===== src/design/sffdf_pkg.sv =====
package sffdf_pkg;

   // Default capture buffer size in bytes
   localparam int BUFFER_BYTES_DEF = 256;

   // Framing bytes
   localparam logic [7:0] START_BYTE = 8'hAB;
   localparam logic [7:0] END_BYTE   = 8'hBC;
   localparam logic [7:0] ESC_BYTE   = 8'hCD;
   localparam logic [7:0] ESC_START  = 8'hAC;
   localparam logic [7:0] ESC_END    = 8'hBD;
   localparam logic [7:0] ESC_ESC    = 8'hCE;

   // Header byte positions
   localparam int POS_LEN_LO  = 0;
   localparam int POS_LEN_HI  = 1;
   localparam int POS_VERSION = 2;
   localparam int POS_SEQ_LO  = 3;
   localparam int POS_SEQ_HI  = 4;
   localparam int POS_TYPE    = 5;
   localparam int POS_OFFSET  = 6;
   localparam int POS_FLAGS   = 7;
   localparam int POS_RSSI    = 9;

   // Positions relative to the header offset
   localparam int MAC_LAST  = 18;
   localparam int MAC_BYTES = 6;
   localparam int SIG_POS0  = 20;
   localparam int SIG_POS1  = 21;
   localparam int SIG_POS2  = 22;
   localparam int ODID_OFS  = 24;
   localparam int ODID_TRIM = 17;

   // Beacon signature and header checks
   localparam logic [7:0] SIG_BYTE0    = 8'h16;
   localparam logic [7:0] SIG_BYTE1    = 8'hFA;
   localparam logic [7:0] SIG_BYTE2    = 8'hFF;
   localparam logic [7:0] VERSION_OK   = 8'h03;
   localparam logic [7:0] TYPE_ADV     = 8'h02;
   localparam logic [7:0] TYPE_ADV_EXT = 8'h06;
   localparam int         MIN_FRAME    = 6;
   localparam int         LEN_FLOOR    = 22;
   localparam int         LEN_MARGIN   = 10;
   localparam int         STORE_MARGIN = 4;

   typedef enum logic [1:0] {
      KIND_DATA  = 2'd0,
      KIND_END   = 2'd1,
      KIND_ABORT = 2'd2
   } kind_type;

   typedef enum logic [1:0] {
      CMD_DATA,
      CMD_ABORT,
      CMD_END
   } cmd_op_type;

   typedef struct packed {
      cmd_op_type op;
      logic [7:0] value;
   } cmd_type;

   typedef enum logic [1:0] {
      FE_IDLE,
      FE_BODY,
      FE_ESCAPE
   } fe_state_type;

endpackage


===== src/design/sffdf_req_if.sv =====
interface sffdf_req_if;
   logic       valid;
   logic       ready;
   logic [7:0] rx_byte;

   modport source (output valid, output rx_byte, input ready);
   modport sink   (input valid, input rx_byte, output ready);
endinterface


===== src/design/sffdf_rsp_if.sv =====
interface sffdf_rsp_if;
   logic               valid;
   logic               ready;
   logic [1:0]         kind;
   logic [7:0]         data_byte;
   logic [7:0]         byte_index;
   logic               accepted;
   logic [47:0]        mac_addr;
   logic signed [8:0]  signal_strength;
   logic [7:0]         odid_start;
   logic signed [8:0]  odid_length;
   logic [15:0]        sequence_number;
   logic [7:0]         packet_type;
   logic [7:0]         frame_length;

   modport source (output valid, output kind, output data_byte, output byte_index,
                   output accepted, output mac_addr, output signal_strength,
                   output odid_start, output odid_length, output sequence_number,
                   output packet_type, output frame_length, input ready);
   modport sink   (input valid, input kind, input data_byte, input byte_index,
                   input accepted, input mac_addr, input signal_strength,
                   input odid_start, input odid_length, input sequence_number,
                   input packet_type, input frame_length, output ready);
endinterface


===== src/design/sffdf_front.sv =====
module sffdf_front #(
   parameter int BUFFER_BYTES = sffdf_pkg::BUFFER_BYTES_DEF
) (
   input  logic              clock,
   input  logic              reset,
   sffdf_req_if.sink         req_ch,
   input  logic              q_full,
   output logic              q_push,
   output sffdf_pkg::cmd_type q_cmd
);
   import sffdf_pkg::*;

   localparam int IDX_W = $clog2(BUFFER_BYTES);
   localparam logic [IDX_W-1:0] LAST_IDX = IDX_W'(BUFFER_BYTES - STORE_MARGIN);

   fe_state_type     state_ff, state_in;
   logic [IDX_W-1:0] count_ff, count_in;
   logic             fire;
   logic             store;
   logic [7:0]       store_val;

   assign req_ch.ready = !q_full;
   assign fire         = req_ch.valid && req_ch.ready;

   // Classify the word and build the queue command
   always_comb begin
      store     = 1'b0;
      store_val = req_ch.rx_byte;
      q_push    = 1'b0;
      q_cmd     = '{op: CMD_DATA, value: req_ch.rx_byte};
      unique case (state_ff)
         FE_IDLE: begin
         end
         FE_BODY: begin
            if (req_ch.rx_byte == END_BYTE) begin
               q_push   = fire;
               q_cmd.op = CMD_END;
            end else if (req_ch.rx_byte != ESC_BYTE) begin
               store = 1'b1;
            end
         end
         FE_ESCAPE: begin
            priority if (req_ch.rx_byte == ESC_START) begin
               store     = 1'b1;
               store_val = START_BYTE;
            end else if (req_ch.rx_byte == ESC_END) begin
               store     = 1'b1;
               store_val = END_BYTE;
            end else if (req_ch.rx_byte == ESC_ESC) begin
               store     = 1'b1;
               store_val = ESC_BYTE;
            end else begin
               store = 1'b0;
            end
         end
      endcase
      if (store) begin
         q_push      = fire;
         q_cmd.value = store_val;
         q_cmd.op    = (count_ff == LAST_IDX) ? CMD_ABORT : CMD_DATA;
      end
   end

   // Advance framing state and stored byte count
   always_comb begin
      state_in = state_ff;
      count_in = count_ff;
      if (fire) begin
         unique case (state_ff)
            FE_IDLE: begin
               if (req_ch.rx_byte == START_BYTE) begin
                  state_in = FE_BODY;
                  count_in = '0;
               end
            end
            FE_BODY, FE_ESCAPE: begin
               if (state_ff == FE_BODY && req_ch.rx_byte == ESC_BYTE) begin
                  state_in = FE_ESCAPE;
               end else if (q_push && q_cmd.op == CMD_DATA) begin
                  state_in = FE_BODY;
                  count_in = count_ff + IDX_W'(1);
               end else if (q_push) begin
                  state_in = FE_IDLE;
                  count_in = '0;
               end else begin
                  state_in = FE_BODY;
               end
            end
         endcase
      end
   end

   always_ff @(posedge clock) begin
      if (reset) begin
         state_ff <= FE_IDLE;
         count_ff <= '0;
      end else begin
         state_ff <= state_in;
         count_ff <= count_in;
      end
   end

endmodule


===== src/design/sffdf_queue.sv =====
module sffdf_queue (
   input  logic               clock,
   input  logic               reset,
   input  logic               push,
   input  sffdf_pkg::cmd_type push_cmd,
   output logic               full,
   output logic               head_valid,
   output sffdf_pkg::cmd_type head_cmd,
   input  logic               pop
);
   import sffdf_pkg::*;

   localparam int DEPTH = 2;

   cmd_type    entry_ff [DEPTH];
   logic       wr_ptr_ff, wr_ptr_in;
   logic       rd_ptr_ff, rd_ptr_in;
   logic [1:0] count_ff, count_in;

   assign full       = (count_ff == 2'(DEPTH));
   assign head_valid = (count_ff != 2'd0);
   assign head_cmd   = entry_ff[rd_ptr_ff];

   // Advance pointers and fill count
   always_comb begin
      wr_ptr_in = push ? !wr_ptr_ff : wr_ptr_ff;
      rd_ptr_in = pop ? !rd_ptr_ff : rd_ptr_ff;
      count_in  = count_ff + 2'(push) - 2'(pop);
   end

   always_ff @(posedge clock) begin
      if (reset) begin
         wr_ptr_ff <= 1'b0;
         rd_ptr_ff <= 1'b0;
         count_ff  <= 2'd0;
      end else begin
         wr_ptr_ff <= wr_ptr_in;
         rd_ptr_ff <= rd_ptr_in;
         count_ff  <= count_in;
      end
   end

   // Store the pushed command
   always_ff @(posedge clock) begin
      if (push) begin
         entry_ff[wr_ptr_ff] <= push_cmd;
      end
   end

endmodule


===== src/design/sffdf_back.sv =====
module sffdf_back #(
   parameter int BUFFER_BYTES = sffdf_pkg::BUFFER_BYTES_DEF
) (
   input  logic               clock,
   input  logic               reset,
   input  logic               q_valid,
   input  sffdf_pkg::cmd_type q_cmd,
   output logic               q_pop,
   sffdf_rsp_if.source        rsp_ch
);
   import sffdf_pkg::*;

   localparam int IDX_W = $clog2(BUFFER_BYTES);
   localparam int CMP_W = (IDX_W > 9) ? IDX_W + 1 : 10;

   // Frame capture state
   logic [IDX_W-1:0] idx_ff, idx_in;
   logic [15:0]      dlen_ff, dlen_in;
   logic [7:0]       ver_ff, ver_in;
   logic [15:0]      seq_ff, seq_in;
   logic [7:0]       ftype_ff, ftype_in;
   logic [7:0]       off_ff, off_in;
   logic             crc_ff, crc_in;
   logic [7:0]       rssi_ff, rssi_in;
   logic [47:0]      addr_ff, addr_in;
   logic [2:0]       sig_ff, sig_in;

   // Output register
   logic              out_valid_ff, out_valid_in;
   kind_type          kind_ff, kind_in;
   logic [7:0]        data_ff, data_in;
   logic [7:0]        index_ff, index_in;
   logic              acc_ff, acc_in;
   logic [47:0]       mac_ff, mac_in;
   logic signed [8:0] rssi_neg_ff, rssi_neg_in;
   logic [7:0]        ostart_ff, ostart_in;
   logic signed [8:0] olen_ff, olen_in;
   logic [15:0]       oseq_ff, oseq_in;
   logic [7:0]        otype_ff, otype_in;
   logic [7:0]        flen_ff, flen_in;

   logic [CMP_W-1:0] j_ext;
   logic [CMP_W-1:0] off_ext;
   logic             ok;
   logic [15:0]      odid_diff;
   logic [7:0]       b;

   assign q_pop   = q_valid && (!out_valid_ff || rsp_ch.ready);
   assign j_ext   = CMP_W'(idx_ff);
   assign off_ext = CMP_W'(off_ff);
   assign b       = q_cmd.value;

   // Check the captured header at frame end
   assign ok = (idx_ff >= IDX_W'(MIN_FRAME))
      && (ver_ff == VERSION_OK)
      && (ftype_ff == TYPE_ADV || ftype_ff == TYPE_ADV_EXT)
      && (dlen_ff > 16'(LEN_FLOOR))
      && (dlen_ff < 16'(BUFFER_BYTES - LEN_MARGIN))
      && crc_ff
      && (sig_ff == 3'b111);

   assign odid_diff = dlen_ff - {8'd0, off_ff} - 16'(ODID_TRIM);

   // Capture header bytes and form the result word
   always_comb begin
      idx_in   = idx_ff;
      dlen_in  = dlen_ff;
      ver_in   = ver_ff;
      seq_in   = seq_ff;
      ftype_in = ftype_ff;
      off_in   = off_ff;
      crc_in   = crc_ff;
      rssi_in  = rssi_ff;
      addr_in  = addr_ff;
      sig_in   = sig_ff;

      out_valid_in = out_valid_ff && !rsp_ch.ready;
      kind_in      = kind_ff;
      data_in      = data_ff;
      index_in     = index_ff;
      acc_in       = acc_ff;
      mac_in       = mac_ff;
      rssi_neg_in  = rssi_neg_ff;
      ostart_in    = ostart_ff;
      olen_in      = olen_ff;
      oseq_in      = oseq_ff;
      otype_in     = otype_ff;
      flen_in      = flen_ff;

      if (q_pop) begin
         out_valid_in = 1'b1;
         data_in      = '0;
         index_in     = '0;
         acc_in       = 1'b0;
         mac_in       = '0;
         rssi_neg_in  = '0;
         ostart_in    = '0;
         olen_in      = '0;
         oseq_in      = '0;
         otype_in     = '0;
         flen_in      = '0;

         unique case (q_cmd.op)
            CMD_DATA, CMD_ABORT: begin
               if (idx_ff == IDX_W'(POS_LEN_LO))  dlen_in[7:0]  = b;
               if (idx_ff == IDX_W'(POS_LEN_HI))  dlen_in[15:8] = b;
               if (idx_ff == IDX_W'(POS_VERSION)) ver_in        = b;
               if (idx_ff == IDX_W'(POS_SEQ_LO))  seq_in[7:0]   = b;
               if (idx_ff == IDX_W'(POS_SEQ_HI))  seq_in[15:8]  = b;
               if (idx_ff == IDX_W'(POS_TYPE))    ftype_in      = b;
               if (idx_ff == IDX_W'(POS_OFFSET))  off_in        = b;
               if (idx_ff == IDX_W'(POS_FLAGS))   crc_in        = b[0];
               if (idx_ff == IDX_W'(POS_RSSI))    rssi_in       = b;

               // Address bytes run backward from the last address position
               for (int k = 0; k < MAC_BYTES; k++) begin
                  if (j_ext == off_ext + CMP_W'(MAC_LAST - k)) begin
                     addr_in[8*k +: 8] = b;
                  end
               end

               if (j_ext == off_ext + CMP_W'(SIG_POS0) && b == SIG_BYTE0) sig_in[0] = 1'b1;
               if (j_ext == off_ext + CMP_W'(SIG_POS1) && b == SIG_BYTE1) sig_in[1] = 1'b1;
               if (j_ext == off_ext + CMP_W'(SIG_POS2) && b == SIG_BYTE2) sig_in[2] = 1'b1;

               data_in  = b;
               index_in = 8'(idx_ff);
               idx_in   = idx_ff + IDX_W'(1);
               kind_in  = (q_cmd.op == CMD_ABORT) ? KIND_ABORT : KIND_DATA;
            end
            CMD_END: begin
               kind_in  = KIND_END;
               acc_in   = ok;
               oseq_in  = seq_ff;
               otype_in = ftype_ff;
               flen_in  = 8'(idx_ff);
               if (ok) begin
                  mac_in      = addr_ff;
                  rssi_neg_in = 9'sd0 - $signed({1'b0, rssi_ff});
                  ostart_in   = off_ff + 8'(ODID_OFS);
                  olen_in     = $signed(odid_diff[8:0]);
               end
            end
            default: begin
               out_valid_in = 1'b0;
            end
         endcase

         // Drop the frame state once the frame finishes or overflows
         if (q_cmd.op != CMD_DATA) begin
            idx_in   = '0;
            dlen_in  = '0;
            ver_in   = '0;
            seq_in   = '0;
            ftype_in = '0;
            off_in   = '0;
            crc_in   = 1'b0;
            rssi_in  = '0;
            addr_in  = '0;
            sig_in   = '0;
         end
      end
   end

   always_ff @(posedge clock) begin
      if (reset) begin
         idx_ff       <= '0;
         dlen_ff      <= '0;
         ver_ff       <= '0;
         seq_ff       <= '0;
         ftype_ff     <= '0;
         off_ff       <= '0;
         crc_ff       <= 1'b0;
         rssi_ff      <= '0;
         addr_ff      <= '0;
         sig_ff       <= '0;
         out_valid_ff <= 1'b0;
      end else begin
         idx_ff       <= idx_in;
         dlen_ff      <= dlen_in;
         ver_ff       <= ver_in;
         seq_ff       <= seq_in;
         ftype_ff     <= ftype_in;
         off_ff       <= off_in;
         crc_ff       <= crc_in;
         rssi_ff      <= rssi_in;
         addr_ff      <= addr_in;
         sig_ff       <= sig_in;
         out_valid_ff <= out_valid_in;
      end
   end

   // Hold the result word until it is taken
   always_ff @(posedge clock) begin
      kind_ff     <= kind_in;
      data_ff     <= data_in;
      index_ff    <= index_in;
      acc_ff      <= acc_in;
      mac_ff      <= mac_in;
      rssi_neg_ff <= rssi_neg_in;
      ostart_ff   <= ostart_in;
      olen_ff     <= olen_in;
      oseq_ff     <= oseq_in;
      otype_ff    <= otype_in;
      flen_ff     <= flen_in;
   end

   assign rsp_ch.valid           = out_valid_ff;
   assign rsp_ch.kind            = kind_ff;
   assign rsp_ch.data_byte       = data_ff;
   assign rsp_ch.byte_index      = index_ff;
   assign rsp_ch.accepted        = acc_ff;
   assign rsp_ch.mac_addr        = mac_ff;
   assign rsp_ch.signal_strength = rssi_neg_ff;
   assign rsp_ch.odid_start      = ostart_ff;
   assign rsp_ch.odid_length     = olen_ff;
   assign rsp_ch.sequence_number = oseq_ff;
   assign rsp_ch.packet_type     = otype_ff;
   assign rsp_ch.frame_length    = flen_ff;

endmodule


===== src/design/sniffer_frame_deframe_filter.sv =====
// Channel   Direction  Payload
// req_ch    in         rx_byte: one raw serial byte per word
// rsp_ch    out        kind, data_byte, byte_index, verdict and header fields
//
// Sustains one word per cycle while rsp_ch.ready is high; results are registered.
// Throughput is set by the front deframer and the back capture stage, one word each.
// Reset is synchronous; no clearing pass follows.
// A two-entry queue parts front and back; req_ch.ready drops only while it is full.
// The result register holds its word while rsp_ch.ready is low.
module sniffer_frame_deframe_filter #(
   parameter int BUFFER_BYTES = sffdf_pkg::BUFFER_BYTES_DEF
) (
   input logic          clock,
   input logic          reset,
   sffdf_req_if.sink    req_ch,
   sffdf_rsp_if.source  rsp_ch
);
   import sffdf_pkg::*;

   logic    q_push;
   logic    q_full;
   logic    q_valid;
   logic    q_pop;
   cmd_type push_cmd;
   cmd_type head_cmd;

   // Deframe and classify incoming words
   sffdf_front #(.BUFFER_BYTES(BUFFER_BYTES)) u_front (
      .clock  (clock),
      .reset  (reset),
      .req_ch (req_ch),
      .q_full (q_full),
      .q_push (q_push),
      .q_cmd  (push_cmd)
   );

   // Decouple front and back
   sffdf_queue u_queue (
      .clock      (clock),
      .reset      (reset),
      .push       (q_push),
      .push_cmd   (push_cmd),
      .full       (q_full),
      .head_valid (q_valid),
      .head_cmd   (head_cmd),
      .pop        (q_pop)
   );

   // Capture header and emit results
   sffdf_back #(.BUFFER_BYTES(BUFFER_BYTES)) u_back (
      .clock   (clock),
      .reset   (reset),
      .q_valid (q_valid),
      .q_cmd   (head_cmd),
      .q_pop   (q_pop),
      .rsp_ch  (rsp_ch)
   );

   // A pass verdict is only ever a frame end word
   a_accept_is_end: assert property (@(posedge clock) disable iff (reset)
      rsp_ch.valid && rsp_ch.accepted |-> rsp_ch.kind == KIND_END)
      else $error("accepted flag on a non-verdict word");

   // Beacon fields stay zero unless the frame passed
   a_fields_need_pass: assert property (@(posedge clock) disable iff (reset)
      rsp_ch.valid && !rsp_ch.accepted |-> rsp_ch.mac_addr == '0
         && rsp_ch.signal_strength == '0 && rsp_ch.odid_start == '0)
      else $error("beacon fields set without a pass verdict");

   // A command pushed without a pop leaves the queue non-empty
   a_queue_keeps: assert property (@(posedge clock) disable iff (reset)
      q_push && !q_pop |=> q_valid)
      else $error("queue lost a pushed command");

endmodule


===== src/flat_wrapper.sv =====
// flat-port wrapper written by rule: the top's interface ports become plain ports
module sniffer_frame_deframe_filter_flat import sffdf_pkg::*;
#(
   parameter int BUFFER_BYTES = sffdf_pkg::BUFFER_BYTES_DEF
)
  (clock, reset, req_ch_valid, req_ch_rx_byte, req_ch_ready, rsp_ch_valid, rsp_ch_kind, rsp_ch_data_byte, rsp_ch_byte_index, rsp_ch_accepted, rsp_ch_mac_addr, rsp_ch_signal_strength, rsp_ch_odid_start, rsp_ch_odid_length, rsp_ch_sequence_number, rsp_ch_packet_type, rsp_ch_frame_length, rsp_ch_ready);
  sffdf_req_if req_ch_i ();
  sffdf_rsp_if rsp_ch_i ();
  input logic clock;
  input logic reset;
  input wire logic [$bits(req_ch_i.valid)-1:0] req_ch_valid;
  input wire logic [$bits(req_ch_i.rx_byte)-1:0] req_ch_rx_byte;
  output wire logic [$bits(req_ch_i.ready)-1:0] req_ch_ready;
  output wire logic [$bits(rsp_ch_i.valid)-1:0] rsp_ch_valid;
  output wire logic [$bits(rsp_ch_i.kind)-1:0] rsp_ch_kind;
  output wire logic [$bits(rsp_ch_i.data_byte)-1:0] rsp_ch_data_byte;
  output wire logic [$bits(rsp_ch_i.byte_index)-1:0] rsp_ch_byte_index;
  output wire logic [$bits(rsp_ch_i.accepted)-1:0] rsp_ch_accepted;
  output wire logic [$bits(rsp_ch_i.mac_addr)-1:0] rsp_ch_mac_addr;
  output wire logic [$bits(rsp_ch_i.signal_strength)-1:0] rsp_ch_signal_strength;
  output wire logic [$bits(rsp_ch_i.odid_start)-1:0] rsp_ch_odid_start;
  output wire logic [$bits(rsp_ch_i.odid_length)-1:0] rsp_ch_odid_length;
  output wire logic [$bits(rsp_ch_i.sequence_number)-1:0] rsp_ch_sequence_number;
  output wire logic [$bits(rsp_ch_i.packet_type)-1:0] rsp_ch_packet_type;
  output wire logic [$bits(rsp_ch_i.frame_length)-1:0] rsp_ch_frame_length;
  input wire logic [$bits(rsp_ch_i.ready)-1:0] rsp_ch_ready;
  assign req_ch_i.valid = req_ch_valid;
  assign req_ch_i.rx_byte = req_ch_rx_byte;
  assign req_ch_ready = req_ch_i.ready;
  assign rsp_ch_valid = rsp_ch_i.valid;
  assign rsp_ch_kind = rsp_ch_i.kind;
  assign rsp_ch_data_byte = rsp_ch_i.data_byte;
  assign rsp_ch_byte_index = rsp_ch_i.byte_index;
  assign rsp_ch_accepted = rsp_ch_i.accepted;
  assign rsp_ch_mac_addr = rsp_ch_i.mac_addr;
  assign rsp_ch_signal_strength = rsp_ch_i.signal_strength;
  assign rsp_ch_odid_start = rsp_ch_i.odid_start;
  assign rsp_ch_odid_length = rsp_ch_i.odid_length;
  assign rsp_ch_sequence_number = rsp_ch_i.sequence_number;
  assign rsp_ch_packet_type = rsp_ch_i.packet_type;
  assign rsp_ch_frame_length = rsp_ch_i.frame_length;
  assign rsp_ch_i.ready = rsp_ch_ready;
  sniffer_frame_deframe_filter #(.BUFFER_BYTES(BUFFER_BYTES)) u_core (.clock(clock), .reset(reset), .req_ch(req_ch_i), .rsp_ch(rsp_ch_i));
endmodule

===== config.mk =====
export PLATFORM = sky130hd
export DESIGN_NAME = sniffer_frame_deframe_filter_flat
export DESIGN_NICKNAME = d
export VERILOG_FILES = /design/src/design/sffdf_pkg.sv /design/src/design/sffdf_req_if.sv /design/src/design/sffdf_rsp_if.sv /design/src/design/sffdf_front.sv /design/src/design/sffdf_queue.sv /design/src/design/sffdf_back.sv /design/src/design/sniffer_frame_deframe_filter.sv /design/src/flat_wrapper.sv
export SDC_FILE = /design/constraint.sdc
export NUM_CORES = 1
export LEC_CHECK = 0
export BUFFER_PORTS_ARGS = -buffer_cell sky130_fd_sc_hd__buf_4
export CORE_MARGIN = 3
export CORE_UTILIZATION = 50
export DETAILED_ROUTE_END_ITERATION = 6
export HOLD_SLACK_MARGIN = 0.12
export PLACE_DENSITY = 0.76
export SYNTH_ARGS = -nofsm -noshare
export SYNTH_HDL_FRONTEND = slang
export SYNTH_SLANG_ARGS = --single-unit

===== constraint.sdc =====
create_clock -name clock -period 3 [get_ports clock]
set_clock_uncertainty 0.1 [all_clocks]
set_input_delay 0.3 -clock clock [delete_from_list [all_inputs] [get_ports clock]]
set_output_delay 0.3 -clock clock [all_outputs]
set_load 0.02 [all_outputs]

# Yosys cells after proc, flatten, opt, wreduce, memory -nomap -nowiden
# Memories as Yosys holds them, arrays and structs flattened. A register that Yosys moved wholly into a read port is not among the register bits.
# Cells that the tools add are included.
dict set report totals {
  rom_bits 0
  elab_cells 243
  ramBits 20
  latch_bits 0
  out_inout_bits 127
  inputBits 12
  register_bits 264
  mem_count 1
}
# name words width rd rd_clocked_by_memory_dff wr line
set mem_list {}
lappend mem_list {u_core.u_queue.entry_ff 2 10 1 1 1 sffdf_queue.sv:15} ;# cmd_type entry_ff [DEPTH];
dict set report classes {
  add_sub_neg 17
  n_reduce_logical 73
  n_bitwise 0
  eq_ne 40
  order_cmp 3
  n_shift 0
  n_div 0
  mux 73
  n_mul 0
}
# operator n
set op_table {}
lappend op_table {{two-way mux 8 bit} 32}
lappend op_table {{two-way mux 48 bit} 2}
lappend op_table {{== test 8 x 9 -> 1 bit} 9}
lappend op_table {{== test 8 bit (second input constant)} 9}
lappend op_table {{two-way mux 16 bit} 4}
lappend op_table {{adder 8 x 5 -> 9 bit (second input constant)} 6}
lappend op_table {{AND reduction 3 bit} 18}
lappend op_table {{nonzero test 2 bit} 22}
lappend op_table {{== test 8 x 3 -> 1 bit (second input constant)} 5}
lappend op_table {{== test 8 x 2 -> 1 bit (second input constant)} 4}
lappend op_table {{adder 8 x 4 -> 9 bit (second input constant)} 3}
lappend op_table {{two-way mux 1 bit} 23}
lappend op_table {{adder 8 x 1 -> 8 bit (second input constant)} 2}
lappend op_table {{greater-than comparator 16 x 5 -> 1 bit (second input constant)} 1}
lappend op_table {{less-than comparator 16 x 8 -> 1 bit (second input constant)} 1}
lappend op_table {{case mux 8 bit (2 select lines)} 1}
lappend op_table {{logical AND 1 bit} 14}
lappend op_table {{two-way mux 10 bit} 1}
lappend op_table {{two-way mux 2 bit} 5}
lappend op_table {{subtractor 1 x 8 -> 9 bit (first input constant)} 1}
lappend op_table {{subtractor 9 x 5 -> 9 bit (second input constant)} 1}
lappend op_table {{subtractor 9 x 8 -> 9 bit} 1}
lappend op_table {{adder 8 x 5 -> 8 bit (second input constant)} 1}
lappend op_table {{== test 8 x 1 -> 1 bit (second input constant)} 1}
lappend op_table {{other kinds (22)} 39}

# Longest topological paths before layout
dict set report logic_depth {
  ltp_word 11
  depth_mapped 14
}

# Modules after synthesis
# A second synthesis with hierarchy kept.
dict set report unflattened {
  hier_cells 1202
  hier_area_um2 13282.7
}
# mod cells_per_inst seq_area_each_um2 n_inst area_each_um2
set by_module_without_submodules {}
lappend by_module_without_submodules {sffdf_back 1027 6256.0 1 11369.7}
lappend by_module_without_submodules {sffdf_front 123 200.2 1 973.4}
lappend by_module_without_submodules {sffdf_queue 52 700.7 1 939.7}

# Worst setup path after synthesis
# No wires, ideal clock.
dict set report synth_path {
  path_kind {flip-flop to flip-flop}
  start {register u_core.u_back.out_valid_ff (netlist: u_core.u_back.rsp_ch.valid)}
  end {register u_core.u_queue.count_ff[1]}
  slack_ns 0.118
  n_path_buf 2
  arrival_time_ns 2.654
  t_required_ns 2.772
  stages_incl_launch_ff 12
  cell_sequence {dfxtp_1 > nand2b_1 > o21ai_0 > inv_1 > buf_4 > buf_4 > ha_1 > inv_1 > ha_1 > xor2_1 > xnor2_1 > nor2_1}
}
dict set report synth_via {
  elab_chain_len 4
}
# element line
set synth_lines {}
lappend synth_lines {{start, declared} sffdf_back.sv:29} ;# logic out_valid_ff, out_valid_in;
lappend synth_lines {{start signal, assigned} sffdf_back.sv:189} ;# out_valid_ff <= out_valid_in;
lappend synth_lines {{logical NOT 1 bit} sffdf_back.sv:48} ;# assign q_pop = q_valid && (!out_valid_ff || rsp_ch.ready);
lappend synth_lines {{logical OR 1 bit} sffdf_back.sv:48}
lappend synth_lines {{logical AND 1 bit} sffdf_back.sv:48}
lappend synth_lines {{named net u_core.q_pop} sniffer_frame_deframe_filter.sv:23} ;# logic q_pop;
lappend synth_lines {{subtractor 2 x 1 -> 2 bit} sffdf_queue.sv:28} ;# count_in = count_ff + 2'(push) - 2'(pop);
lappend synth_lines {{end signal, assigned} sffdf_queue.sv:39} ;# count_ff <= count_in;
lappend synth_lines {{end, declared} sffdf_queue.sv:18} ;# logic [1:0] count_ff, count_in;
# The timed path passes the listed nets, and every way through them passes these cells.
# A chain may end at the register's enable or synchronous reset.

# Worst setup path in the final report
dict set report layout_path {
  start {register u_core.u_front.state_ff[0]}
  end {register u_core.u_queue.count_ff[1]}
}
dict set report layout_via {
  elab_chain_len 5
  elab_cells_between_ends 7
  classes_between {add/sub (2); eq/ne (2); mux (3)}
}
# element line
set layout_lines {}
lappend layout_lines {{start, declared} sffdf_front.sv:16} ;# fe_state_type state_ff, state_in;
lappend layout_lines {{start signal, assigned} sffdf_front.sv:98} ;# state_ff <= state_in;
lappend layout_lines {{== test 2 bit or == test 2 x 1 -> 1 bit (tied branches)} sffdf_front.sv:31} ;# unique case (state_ff)
lappend layout_lines {{case mux 1 bit (2 select lines) or two-way mux 1 bit (tied branches)} sffdf_front.sv:31}
lappend layout_lines {{two-way mux 1 bit (*)} sffdf_front.sv:57} ;# if (store) begin
lappend layout_lines {{adder 2 x 1 -> 2 bit (*)} sffdf_queue.sv:28}
lappend layout_lines {{subtractor 2 x 1 -> 2 bit (*)} sffdf_queue.sv:28}
# Every way passes the cells marked *; elsewhere a longest branch is shown, timed or not.

==> reports/metrics.yaml <==
status:
  status: "finished, final reports clean"
route:
  antenna_left: 0
  wirelength_mm: 32.26
  viasPerCell: 5.557
  drc: 0
  vias: 9731
  first_pass_iters: 5
  first_iter_violations: 668
  wl_per_cell_um: 18.43
synth:
  ys_async_sr_fraction: 0
  syn_inst: 1220
  netlist_top_cells_area: "edfxtp_1 33%, dfxtp_1 21%, mux2i_1 8.8%"
  synth_nets: 1276
  syn_area_per_cell_um2: 10.85
  synth_flop_cell: "edfxtp_1"
  synth.distinct_cells: 79
  netlist_area_um2: 13230
  ys_ff_latch: 285
  synth_edf_count: 145
  synth_warnings: 0
  yosysSeqAreaShare: 0.5408
  synth_top_cell_by_area: "edfxtp_1"
  synth_top_cell_area_share: 0.3290
setup_path:
  worst_r2r_endpoint: "u_core.u_queue.count_ff[1]"
  critical_path_class: "reg2reg"
  worstReg2RegStart: "u_core.u_front.state_ff[0]"
  crit_start: "u_core.u_front.state_ff[0]"
  cp.required_ns: 3.30
  end_kind: "flop"
  arrival_ns: 3.10
  rr_worst_depth: 13
  r2r_slack_ns: 0.20
  worstPathMaxFanout: 10
  startpoint_type: "flop"
die:
  die_height_um: 168.7
  rows: 58
  fp.dieArea_um2: 28460
  fp.dieW_um: 168.7
  core_um2: 25620
  initial_core_util: 0.5166
  ios: 139
clocking:
  h-tree-depth: 1
  root_buffer: "clkbuf_16"
  cts_tree: "done"
  postCtsSetupRepairBufs: 0
  clockBufferDepth: 3
  cts_sinks: 285
  clk_latency_ns: 0.54
  clkTransAtPathRegs_ns: 0.06
  cts_buffers: 30
hold_path:
  hold_depth: 3
  min_path_type: "in2reg"
  min-delay-start: "req_ch_rx_byte[1]"
  holdPathEnd: "u_core.u_queue.entry_ff[0][1]"
timing:
  fmax_ghz: 0.3575
  rsz0062_at_grt: "false"
  finalMaxSlewViolations: 0
  timing.final.crit_share: 0.9324
  period_needed_ns: 2.797
  setup_tns_ns: 0
  worst_slack_ns: 0.2027
  hold_viol: 0
  holdWs_ns: 0.1555
  slew_headroom: 0.3390
  tightestPinTransition_ns: 0.9848
  setup_violations: 0
final_layout:
  final_nets: 1453
  final_cell_mix: "197 x buf_4, 145 x edfxtp_1, 140 x dfxtp_1, 132 x nor2_1, 117 x mux2i_1"
  syn_to_final_growth_pct: 20.36
  final_common_cell: "buf_4"
  final_layout_size_suffix_gt1_frac: 0.1900
  num_antenna_cells: 0
  stdcell_count: 1751
grt:
  gr-usage-all-layers: 0.2233
  grt_pass1_vias: 9355
  grt_max_degree: 84
  gr-total-overflow: 0
  antenna_found_initial: 0
  grt_pass1_wl_mm: 51.07
placement:
  gp_congestion: 0.9156
  dp.cells: 1687
  port_buffers: 138
  dp_hpwl_mm: 22.70
  pre_cts_ws_ns: 0.1864
pwr:
  vdd_drop_max_mv: 0.7782
  power_mw: 14.06
  power_density_nw_per_um2: 882.5
  p_leak_nw: 6.723
flow_run:
  cap_violations: 0
## worst max path at each step
stage / end / slack, ns / cells past startpoint
2_1_floorplan: u_core.u_queue.count_ff[1] / 0.12 / 11
3_3_place_gp: u_core.u_queue.count_ff[1] / 0.33 / 13
3_5_place_dp: u_core.u_queue.count_ff[1] / 0.19 / 13
4_1_cts: u_core.u_queue.count_ff[1] / 0.13 / 13
5_1_grt: u_core.u_queue.count_ff[1] / 0.01 / 13
6_report: u_core.u_queue.count_ff[1] / 0.20 / 13
## worst max-delay path: stages (launching register included)
cell	delay, ns
dfxtp_1	0.36
inv_1	0.08
ha_2	0.42
and3_1	0.19
and3_1	0.19
nor2_1	0.06
a21oi_1	0.24
inv_1	0.10
ha_1	0.27
inv_1	0.07
ha_1	0.16
xor2_1	0.19
xnor2_1	0.15
nor2_1	0.05
## report_power, final
part | switching (mW) | internal (mW) | leakage [nW]
Combinational | 2.96 | 1.86 | 3.70
Clock | 1.47 | 2.14 | 0.476
Sequential | 0.431 | 5.20 | 2.55
## layer usage
| layer | track usage | wire length [µm] |
|---|---|---|
| met3 | 0.02919 | 1832 |
| met1 | 0.3014 | 13960 |
| met4 | 0.06261 | 828 |
| met5 | 0 | 0 |
| met2 | 0.3803 | 15640 |
## layout make-up
class | instances | area [µm²]
flip-flops and latches | 285 | 7157
multi-input cells | 833 | 5655
clock inverters | 12 | 110.1
fillers | 2075 | 9689
repair buffers | 206 | 1579
well taps | 330 | 412.9
inverters | 41 | 158.9
clock buffers | 44 | 854.6
## Yosys cell counts (4+ instances only)
cell and number:
a211oi_1 4, a21o_1 7, a21oi_1 50, a22o_1 6
a31oi_1 7, and2_1 105, and3_1 14, buf_4 5
clkbuf_1 47, dfxtp_1 140, edfxtp_1 145, ha_1 43
inv_1 39, mux2_2 4, mux2i_1 117, nand2_1 101
nand2b_1 6, nand3_1 22, nand3b_1 4, nand4_1 9
nor2_1 132, nor2b_1 12, nor3_1 29, nor4_1 8
nor4bb_1 4, o211ai_1 4, o21a_1 4, o21ai_0 19
o22ai_1 7, o41ai_1 4, or3_1 5, xnor2_1 33
xor2_1 16
## per-stage QoR
stage	area, µm²	util
2_1_floorplan	13230	-
3_3_place_gp	14880	0.5809
3_5_place_dp	14880	0.5809
4_1_cts	15930	0.6217
5_1_grt	15930	0.6218
6_report	15930	0.6218
## logic make-up (layout without fill, tap and decap cells)
logic type               Yosys count  in the layout  synth area share
AND/OR/NAND/NOR                  473            473            0.1813
adder cells (fa/ha/maj)           44             44           0.04217
flip-flops                       285            285            0.5408
XOR/XNOR                          50             50           0.03366
multiplexers                     123            123           0.09530
AO/OA/AOI/OAI                    143            143           0.07365
buffers and inverters            102            303           0.03309
## flip-flops by register name (all words and copies together) (netlist names), 9 cells and up, named ones only
register and cells:
u_core.u_back.rsp_ch.odid_length 9, u_core.u_back.dlen_ff 16, u_core.u_back.rsp_ch.signal_strength 9, u_core.u_queue.entry_ff 20, u_core.u_back.rsp_ch.mac_addr 48, u_core.u_back.seq_ff 16, u_core.u_back.addr_ff 48, u_core.u_back.rsp_ch.sequence_number 16
## what timing repair did
action                                 CTS  global route
hold buffers                             8             0
endpoints found under the hold margin   14             0
setup endpoints to repair                0             1
resized for setup                        0             1
Note: power is estimated with default switching activity, not from simulation.
